File: config.mk
export PLATFORM = sky130hd
export DESIGN_NAME = greedy_note_dispenser_core
export DESIGN_NICKNAME = d
export VERILOG_FILES = /design/src/rtl/gnd_pkg.sv /design/src/rtl/gnd_ctrl.sv /design/src/rtl/gnd_datapath.sv /design/src/rtl/greedy_note_dispenser_core.sv
export SDC_FILE = /design/constraint.sdc
export NUM_CORES = 2
export LEC_CHECK = 0
export BUFFER_PORTS_ARGS = -buffer_cell sky130_fd_sc_hd__buf_2
export CAP_MARGIN = 0
export CORE_ASPECT_RATIO = 1.75
export CORE_UTILIZATION = 56
export CTS_CLUSTER_SIZE = 24
export DETAILED_ROUTE_END_ITERATION = 8
export PLACE_DENSITY = 0.8
export SLEW_MARGIN = 40
export SYNTH_ARGS = -nofsm -noshare
export SYNTH_HDL_FRONTEND = slang
export SYNTH_SLANG_ARGS = --single-unit
export TNS_END_PERCENT = 10
File: constraint.sdc
create_clock -name clk -period 9.1 [get_ports clk]
set_input_delay 0.455 -clock clk [delete_from_list [all_inputs] [get_ports clk]]
set_output_delay 0.455 -clock clk [all_outputs]
set_load 0.05 [all_outputs]
File: src/rtl/gnd_pkg.sv
package gnd_pkg;

	localparam int ALL_KINDS         = 7;
	localparam int KIND_W            = 3;
	localparam int DENOM_W           = 8;
	localparam int CFG_INDEX_W       = 3;
	localparam int MODE_W            = 2;
	localparam int OUTCOME_W         = 2;
	localparam int DIV_STEP          = 4;

	localparam int NOTE_KINDS_DEF    = 7;
	localparam int COUNT_WIDTH_DEF   = 16;
	localparam int AMOUNT_WIDTH_DEF  = 24;

	localparam logic [MODE_W-1:0] MODE_LOAD     = 2'd0;
	localparam logic [MODE_W-1:0] MODE_WITHDRAW = 2'd1;
	localparam logic [MODE_W-1:0] MODE_REPORT   = 2'd2;

	localparam logic [OUTCOME_W-1:0] OUTCOME_APPROVED = 2'd0;
	localparam logic [OUTCOME_W-1:0] OUTCOME_UNAVAIL  = 2'd1;
	localparam logic [OUTCOME_W-1:0] OUTCOME_REPORT   = 2'd2;
	localparam logic [OUTCOME_W-1:0] OUTCOME_LOADED   = 2'd3;

	localparam logic [DENOM_W-1:0] DENOMS [ALL_KINDS] = '{
		8'd200, 8'd100, 8'd50, 8'd20, 8'd10, 8'd5, 8'd2
	};

	typedef enum logic [2:0] {
		ST_IDLE,
		ST_DIV,
		ST_MUL,
		ST_SUB,
		ST_DONE
	} gnd_state_t;

	typedef struct packed {
		logic              accept;
		logic              div_step;
		logic              mul;
		logic              sub;
		logic              finish;
		logic [KIND_W-1:0] kind;
	} gnd_cmd_t;

	typedef struct packed {
		logic rest_zero;
	} gnd_status_t;

endpackage

File: src/rtl/gnd_ctrl.sv
module gnd_ctrl
	import gnd_pkg::*;
#(
	parameter int NOTE_KINDS   = NOTE_KINDS_DEF,
	parameter int AMOUNT_WIDTH = AMOUNT_WIDTH_DEF
) (
	input  logic              clk,
	input  logic              arst_n,
	input  logic              in_valid,
	output logic              in_stall,
	input  logic [MODE_W-1:0] mode,
	output logic              out_valid,
	input  logic              out_stall,
	input  gnd_status_t       status,
	output gnd_cmd_t          cmd
);

	localparam int DIV_CYCLES = (AMOUNT_WIDTH + DIV_STEP - 1) / DIV_STEP;
	localparam int DCNT_W     = $clog2(DIV_CYCLES);

	gnd_state_t        state_q, state_d;
	logic [KIND_W-1:0] kind_q, kind_d;
	logic [DCNT_W-1:0] dcnt_q, dcnt_d;
	logic              out_valid_q;
	logic              slot_free;

	assign slot_free = !out_valid_q || !out_stall;
	assign out_valid = out_valid_q;
	assign in_stall  = (state_q != ST_IDLE);

	always_ff @(posedge clk or negedge arst_n) begin
		if (!arst_n) begin
			state_q     <= ST_IDLE;
			kind_q      <= '0;
			dcnt_q      <= '0;
			out_valid_q <= 1'b0;
		end else begin
			state_q <= state_d;
			kind_q  <= kind_d;
			dcnt_q  <= dcnt_d;
			if (cmd.finish)
				out_valid_q <= 1'b1;
			else if (!out_stall)
				out_valid_q <= 1'b0;
		end
	end

	always_comb begin
		state_d      = state_q;
		kind_d       = kind_q;
		dcnt_d       = dcnt_q;
		cmd          = '0;
		cmd.kind     = kind_q;
		case (state_q)
			ST_IDLE: begin
				if (in_valid) begin
					cmd.accept = 1'b1;
					kind_d     = '0;
					dcnt_d     = '0;
					if (mode == MODE_WITHDRAW)
						state_d = ST_DIV;
					else if (mode == MODE_LOAD || mode == MODE_REPORT)
						state_d = ST_DONE;
				end
			end
			ST_DIV: begin
				if (dcnt_q == '0 && status.rest_zero) begin
					state_d = ST_DONE;
				end else begin
					cmd.div_step = 1'b1;
					if (dcnt_q == DCNT_W'(DIV_CYCLES - 1)) begin
						dcnt_d  = '0;
						state_d = ST_MUL;
					end else begin
						dcnt_d = dcnt_q + 1'b1;
					end
				end
			end
			ST_MUL: begin
				cmd.mul = 1'b1;
				state_d = ST_SUB;
			end
			ST_SUB: begin
				cmd.sub = 1'b1;
				if (kind_q == KIND_W'(NOTE_KINDS - 1)) begin
					state_d = ST_DONE;
				end else begin
					kind_d  = kind_q + 1'b1;
					state_d = ST_DIV;
				end
			end
			ST_DONE: begin
				if (slot_free) begin
					cmd.finish = 1'b1;
					state_d    = ST_IDLE;
				end
			end
			default: state_d = ST_IDLE;
		endcase
	end

endmodule

File: src/rtl/gnd_datapath.sv
module gnd_datapath
	import gnd_pkg::*;
#(
	parameter int NOTE_KINDS   = NOTE_KINDS_DEF,
	parameter int COUNT_WIDTH  = COUNT_WIDTH_DEF,
	parameter int AMOUNT_WIDTH = AMOUNT_WIDTH_DEF
) (
	input  logic                   clk,
	input  logic                   arst_n,
	input  gnd_cmd_t               cmd,
	output gnd_status_t            status,
	input  logic [MODE_W-1:0]      mode,
	input  logic [AMOUNT_WIDTH-1:0] amount,
	input  logic                   cfg_we,
	input  logic [CFG_INDEX_W-1:0] cfg_index,
	input  logic [COUNT_WIDTH-1:0] cfg_data,
	output logic [OUTCOME_W-1:0]   outcome,
	output logic [COUNT_WIDTH-1:0] notes [ALL_KINDS]
);

	localparam int DIV_CYCLES = (AMOUNT_WIDTH + DIV_STEP - 1) / DIV_STEP;
	localparam int PW         = DIV_CYCLES * DIV_STEP;
	localparam int QX_W       = (PW > COUNT_WIDTH) ? PW : COUNT_WIDTH;
	localparam int PROD_W     = COUNT_WIDTH + DENOM_W;
	localparam int SX_W       = (PROD_W > AMOUNT_WIDTH) ? PROD_W : AMOUNT_WIDTH;

	logic [COUNT_WIDTH-1:0]  start_q [ALL_KINDS];
	logic [COUNT_WIDTH-1:0]  inv_q   [ALL_KINDS];
	logic [COUNT_WIDTH-1:0]  take_q  [ALL_KINDS];
	logic [COUNT_WIDTH-1:0]  res_q   [ALL_KINDS];
	logic [OUTCOME_W-1:0]    outcome_q;
	logic [MODE_W-1:0]       mode_q;
	logic [AMOUNT_WIDTH-1:0] rest_q;
	logic [PW-1:0]           dvd_q;
	logic [PW-1:0]           quo_q;
	logic [DENOM_W-1:0]      rem_q;
	logic [PROD_W-1:0]       prod_q;

	logic [DENOM_W-1:0]      den;
	logic [DENOM_W:0]        part;
	logic [DIV_STEP-1:0]     qbits;
	logic [DENOM_W-1:0]      rem_d;
	logic [COUNT_WIDTH-1:0]  inv_k;
	logic [COUNT_WIDTH-1:0]  n_take;
	logic [AMOUNT_WIDTH-1:0] rest_d;

	assign den              = DENOMS[cmd.kind];
	assign inv_k            = inv_q[cmd.kind];
	assign status.rest_zero = (rest_q == '0);
	assign outcome          = outcome_q;

	always_comb begin
		part  = '0;
		qbits = '0;
		rem_d = rem_q;
		for (int j = 0; j < DIV_STEP; j++) begin
			part = {rem_d, dvd_q[PW-1-j]};
			if (part >= {1'b0, den}) begin
				part              = part - {1'b0, den};
				qbits[DIV_STEP-1-j] = 1'b1;
			end
			rem_d = part[DENOM_W-1:0];
		end
	end

	always_comb begin
		if (QX_W'(quo_q) > QX_W'(inv_k))
			n_take = inv_k;
		else
			n_take = COUNT_WIDTH'(quo_q);
		rest_d = AMOUNT_WIDTH'(SX_W'(rest_q) - SX_W'(prod_q));
	end

	always_ff @(posedge clk or negedge arst_n) begin
		if (!arst_n) begin
			for (int k = 0; k < ALL_KINDS; k++) begin
				start_q[k] <= '0;
				inv_q[k]   <= '0;
			end
		end else begin
			if (cfg_we && cfg_index < CFG_INDEX_W'(ALL_KINDS))
				start_q[cfg_index] <= cfg_data;
			if (cmd.finish) begin
				for (int k = 0; k < ALL_KINDS; k++) begin
					if (k < NOTE_KINDS) begin
						if (mode_q == MODE_LOAD)
							inv_q[k] <= start_q[k];
						else if (mode_q == MODE_WITHDRAW && status.rest_zero)
							inv_q[k] <= inv_q[k] - take_q[k];
					end
				end
			end
		end
	end

	always_ff @(posedge clk) begin
		if (cmd.accept) begin
			mode_q <= mode;
			rest_q <= amount;
			dvd_q  <= PW'(amount);
			rem_q  <= '0;
			for (int k = 0; k < ALL_KINDS; k++)
				take_q[k] <= '0;
		end
		if (cmd.div_step) begin
			dvd_q <= dvd_q << DIV_STEP;
			quo_q <= {quo_q[PW-DIV_STEP-1:0], qbits};
			rem_q <= rem_d;
		end
		if (cmd.mul) begin
			take_q[cmd.kind] <= n_take;
			prod_q           <= n_take * den;
		end
		if (cmd.sub) begin
			rest_q <= rest_d;
			dvd_q  <= PW'(rest_d);
			rem_q  <= '0;
		end
		if (cmd.finish) begin
			case (mode_q)
				MODE_LOAD:     outcome_q <= OUTCOME_LOADED;
				MODE_REPORT:   outcome_q <= OUTCOME_REPORT;
				default:       outcome_q <= status.rest_zero ? OUTCOME_APPROVED
				                                            : OUTCOME_UNAVAIL;
			endcase
			for (int k = 0; k < ALL_KINDS; k++) begin
				if (k >= NOTE_KINDS)
					res_q[k] <= '0;
				else if (mode_q == MODE_LOAD)
					res_q[k] <= start_q[k];
				else if (mode_q == MODE_REPORT)
					res_q[k] <= inv_q[k];
				else if (status.rest_zero)
					res_q[k] <= take_q[k];
				else
					res_q[k] <= '0;
			end
		end
	end

	always_comb begin
		for (int k = 0; k < ALL_KINDS; k++)
			notes[k] = res_q[k];
	end

endmodule

File: src/rtl/greedy_note_dispenser_core.sv
// Channel  Direction  Handshake               Payload
// in       sink       in_valid / in_stall     mode, amount
// out      source     out_valid / out_stall   outcome, notes_200 .. notes_2
// cfg      sink       cfg_valid / cfg_ready   cfg_index, cfg_data
//
// Load, report: accept leads to ST_DONE, and the result register is written once the output slot is free.
// Withdraw: runs ST_DIV, ST_MUL and ST_SUB for each note kind in turn,
// using one shared radix-16 constant divider plus a multiply and a subtract per note;
// it ends early once the remainder reaches zero.
// Reset clears inventory, starting counts and all control state.
// A finished result sits in the output register while the next request is accepted.
module greedy_note_dispenser_core
	import gnd_pkg::*;
#(
	parameter int NOTE_KINDS   = NOTE_KINDS_DEF,
	parameter int COUNT_WIDTH  = COUNT_WIDTH_DEF,
	parameter int AMOUNT_WIDTH = AMOUNT_WIDTH_DEF
) (
	input  logic                    clk,
	input  logic                    arst_n,
	input  logic                    in_valid,
	output logic                    in_stall,
	input  logic [MODE_W-1:0]       mode,
	input  logic [AMOUNT_WIDTH-1:0] amount,
	output logic                    out_valid,
	input  logic                    out_stall,
	output logic [OUTCOME_W-1:0]    outcome,
	output logic [COUNT_WIDTH-1:0]  notes_200,
	output logic [COUNT_WIDTH-1:0]  notes_100,
	output logic [COUNT_WIDTH-1:0]  notes_50,
	output logic [COUNT_WIDTH-1:0]  notes_20,
	output logic [COUNT_WIDTH-1:0]  notes_10,
	output logic [COUNT_WIDTH-1:0]  notes_5,
	output logic [COUNT_WIDTH-1:0]  notes_2,
	input  logic                    cfg_valid,
	output logic                    cfg_ready,
	input  logic [CFG_INDEX_W-1:0]  cfg_index,
	input  logic [COUNT_WIDTH-1:0]  cfg_data
);

	gnd_cmd_t               cmd;
	gnd_status_t            status;
	logic [COUNT_WIDTH-1:0] notes [ALL_KINDS];

	assign cfg_ready = 1'b1;

	gnd_ctrl #(
		.NOTE_KINDS   (NOTE_KINDS),
		.AMOUNT_WIDTH (AMOUNT_WIDTH)
	) u_ctrl (
		.clk       (clk),
		.arst_n    (arst_n),
		.in_valid  (in_valid),
		.in_stall  (in_stall),
		.mode      (mode),
		.out_valid (out_valid),
		.out_stall (out_stall),
		.status    (status),
		.cmd       (cmd)
	);

	gnd_datapath #(
		.NOTE_KINDS   (NOTE_KINDS),
		.COUNT_WIDTH  (COUNT_WIDTH),
		.AMOUNT_WIDTH (AMOUNT_WIDTH)
	) u_datapath (
		.clk       (clk),
		.arst_n    (arst_n),
		.cmd       (cmd),
		.status    (status),
		.mode      (mode),
		.amount    (amount),
		.cfg_we    (cfg_valid && cfg_ready),
		.cfg_index (cfg_index),
		.cfg_data  (cfg_data),
		.outcome   (outcome),
		.notes     (notes)
	);

	assign notes_200 = notes[0];
	assign notes_100 = notes[1];
	assign notes_50  = notes[2];
	assign notes_20  = notes[3];
	assign notes_10  = notes[4];
	assign notes_5   = notes[5];
	assign notes_2   = notes[6];

	a_withdraw_busy: assert property (@(posedge clk) disable iff (!arst_n)
		in_valid && !in_stall && mode == MODE_WITHDRAW |=> in_stall)
		else $error("withdraw request did not occupy the block");

	a_short_busy: assert property (@(posedge clk) disable iff (!arst_n)
		in_valid && !in_stall && (mode == MODE_LOAD || mode == MODE_REPORT) |=> in_stall)
		else $error("load or report request did not occupy the block");

	a_result_from_busy: assert property (@(posedge clk) disable iff (!arst_n)
		$rose(out_valid) |-> $past(in_stall))
		else $error("result appeared without a request in flight");

endmodule
==> flow_metrics.env <==
export IMPL_synth_edf_count=308
export IMPL_die_h_um=338
export IMPL_worst_skew_pair_late_latency_ns=0.67
export IMPL_syn_inst=3591
export IMPL_fin_ws_ns=0.325
export IMPL_cts_made_buffers=53
export IMPL_fin_skew_ns=0.0372
export IMPL_crit_fanout=15
export IMPL_yosys_area_share_simple=0.129
export IMPL_synth_top_cell_area_share=0.256
export IMPL_crit_path_max_incr_delay_ns=0.50
export IMPL_worst_pin_slew_ns=0.889
export IMPL_cts_buffer_depth=3
export IMPL_worst_endpoint_required_ns=9.67
export IMPL_yosys_warnings=0
export IMPL_critPathSlowestCell="dfrtp_2"
export IMPL_ys_flop_type="edfxtp_1"
export IMPL_power_leakage_nw=17.7
export IMPL_ys_types=76
export IMPL_seqCellArea_um2=15600
export IMPL_pin_count=167
export IMPL_fp_row_count=122
export IMPL_io_buffer_count=165
export IMPL_cp_arrival_ns=9.34
export IMPL_core_um2=63500
export IMPL_vias_per_cell=6.42
export IMPL_dpl_hpwl_um=84100
export IMPL_area_growth_pct=11.9
export IMPL_rsz0062_at_grt="yes"
export IMPL_final_area_um2=40400
export IMPL_syn_area_um2=36100
export IMPL_seq_area_frac_synth=0.432
export IMPL_fmax_mhz=114
export IMPL_gp_congestion=1.03
export IMPL_finalCriticalPeriod_ns=8.77
export IMPL_drive_above_1_share=0.154
export IMPL_p_per_area_nw_per_um2=387
export IMPL_place_area_um2=38300
export IMPL_dieArea_um2=65500
export IMPL_r2r_slack_ns=0.33
export IMPL_grt_max_degree=105
export IMPL_vdd_drop_max_mv=0.288
export IMPL_cts_sinks=566
export IMPL_cts_tree="done"
export IMPL_ys_seq_elements=566
export IMPL_relSlewSlack=0.408
export IMPL_drc_errors=0
export IMPL_grt_pass1_vias=29300
export IMPL_grt_ovfl_total=0
export IMPL_avgRoutedWirePerCell_um=25.7
export IMPL_slew_viol_final=0
export IMPL_synth_top_family_by_area="compound AO/OA/AOI/OAI gates"
export IMPL_htreeDepth=2
export IMPL_ant_nets=0
export IMPL_clkTransAtPathRegs_ns=0.06
export IMPL_fin_tns_setup_ns=0
export IMPL_hold_path_class="in2reg"
export IMPL_setup_viol=0
export IMPL_vias=29600
export IMPL_synth_fa_ha_area_frac=0.131
export IMPL_routed_wl_um=118000
export IMPL_syn_num_nets=3962
export IMPL_grt_first_pass_wirelength_um=175000
export IMPL_synthArstFlopShare=0.413
export IMPL_synthMuxAreaShare=0.0856
export IMPL_grt_usage=0.363
export IMPL_worstRegToRegCells=42
export IMPL_criticalPathCategory="reg2reg"
export IMPL_dp_worst_setup_slack_ns=0.0607
export IMPL_synth_compound_area_share=0.143
export IMPL_drt_initial_drc_count=2792
export IMPL_critical_path_endpoint="u_datapath.rem_q[0]"
export IMPL_cts_root_buf="clkbuf_16"
export IMPL_n_fill_cell=5103
export IMPL_fin_crit_sh=0.964
export IMPL_dp_cells=4497
export IMPL_final_cells=4613
export IMPL_nets=4130
export IMPL_whs_ns=0.0325
export IMPL_post_synth_top_count_cell="nor2_1"
export IMPL_drtPass1Iterations=5
export IMPL_final_util=0.636
export IMPL_synthTopCellsByCount="nor2_1 (441), edfxtp_1 (308), inv_1 (292)"
export IMPL_cp_startpoint="u_ctrl.kind_q[0]"
export IMPL_antenna_found_initial=7
export IMPL_startpoint_type="flip-flop"
export IMPL_cap_violations=0
export IMPL_cp_common_cell="buf_4"
export IMPL_multi_input_area_um2=19000
export IMPL_hold_viol_final=0
export IMPL_crit_path_end_kind="flip-flop"
export IMPL_total_power_mw=15.6
export IMPL_synth_largest_area_cell="edfxtp_1"
export IMPL_reg2reg_to="u_datapath.rem_q[0]"
export IMPL_avgSynthCellArea_um2=10.1
export IMPL_synth_xor_area_share=0.0303
export IMPL_dieWidth_um=194
export IMPL_status="finished clean"
export IMPL_initial_core_util=0.568
export IMPL_reg2reg_from="u_ctrl.kind_q[0]"
export IMPL_synthTopCellsByArea="edfxtp_1 (26%), dfrtp_1 (16%), ha_1 (7.8%)"
==> worst min path at each step <==
stage / slack (ns) / to / startpoint / cells past startpoint
floorplan: 0.16 / u_ctrl.dcnt_q[0] / arst_n / 0
global placement: 0.44 / u_datapath.quo_q[21] / u_datapath.quo_q[17] / 0
detailed placement: 0.45 / u_datapath.quo_q[21] / u_datapath.quo_q[17] / 0
CTS: 0.01 / u_datapath.mode_q[0] / mode[0] / 1
global route: 0.01 / u_datapath.mode_q[0] / mode[0] / 1
finish: 0.03 / u_datapath.mode_q[0] / mode[0] / 1
==> layout make-up <==
class	instances	share of cell area
clock buffer	77	0.0381
clock inverter	23	0.00601
tap	806	0.0250
inverter	293	0.0273
timing repair buffer	289	0.0474
multi-input combinational	2556	0.470
antenna	3	0.000186
sequential	566	0.386
==> flip-flops by register name, indices dropped and copies added, names as in the netlist, 8 cells and up <==
| register | flops |
|---|---|
| u_datapath.rem_q | 8 |
| u_datapath.prod_q | 24 |
| u_datapath.res_q | 112 |
| u_datapath.start_q | 112 |
| u_datapath.quo_q | 24 |
| u_datapath.dvd_q | 24 |
| u_datapath.inv_q | 112 |
| u_datapath.take_q | 112 |
| u_datapath.rest_q | 24 |
==> cells in the final DEF, fill, tap and decap left out, types with 14 or more instances in the layout <==
cell / Yosys / final
nor2_1: 441 / 435
edfxtp_1: 308 / 308
inv_1: 292 / 290
nand2_1: 260 / 257
dfrtp_1: 234 / 233
ha_1: 225 / 225
o21ai_0: 217 / 210
buf_2: 4 / 164
a21oi_1: 147 / 143
mux2_2: 128 / 128
mux2i_1: 131 / 119
a211oi_1: 108 / 107
buf_4: 1 / 106
fa_1: 96 / 96
xnor2_1: 85 / 85
nand2b_1: 80 / 78
o22ai_1: 73 / 73
nand3_1: 61 / 57
clkbuf_16: 0 / 54
nor3_1: 51 / 48
a21o_1: 45 / 45
nor2b_1: 45 / 44
xor2_1: 40 / 40
o211ai_1: 32 / 32
o21a_1: 31 / 31
dfxtp_1: 24 / 24
nor4_1: 21 / 20
mux4_2: 15 / 15
o221ai_1: 14 / 14
==> repair_timing <==
item / CTS / global route
hold buffers: 1 / 0
setup buffers: 0 / 9
endpoints found under the hold margin: 102 / 0
gates resized for setup: 0 / 28
endpoints found under the setup margin: 0 / 12
==> critical path: cells and delay by family, from the launching register on <==
family	cells	cell delay, ns
fa+ha+maj	5	1.50
flops	1	0.50
simple gates	4	0.82
buf+inv	11	1.59
mux	5	1.27
compound gates	17	3.04
==> power by group <==
group	switching (mW)	internal (mW)
combinational	5.22	3.55
sequential	0.868	3.70
clock	1.06	1.25
total	7.14	8.50
==> per-layer routing <==
layer	up-vias	track usage	part of all wire
li1	13100	-	-
met3	547	0.0572	0.076
met1	14400	0.377	0.32
met4	4	0.372	0.12
met5	-	0	0.00023
met2	1544	0.615	0.48
==> logic make-up after synthesis <==
group                    Yosys count
XOR/XNOR                         125
other                              1
AO/OA/AOI/OAI                    797
AND/OR/NAND/NOR                 1038
flip-flops                       566
buffers and inverters            469
multiplexers                     274
adder cells (fa/ha/maj)          321
No activity file was read; power rests on OpenSTA's default activity.
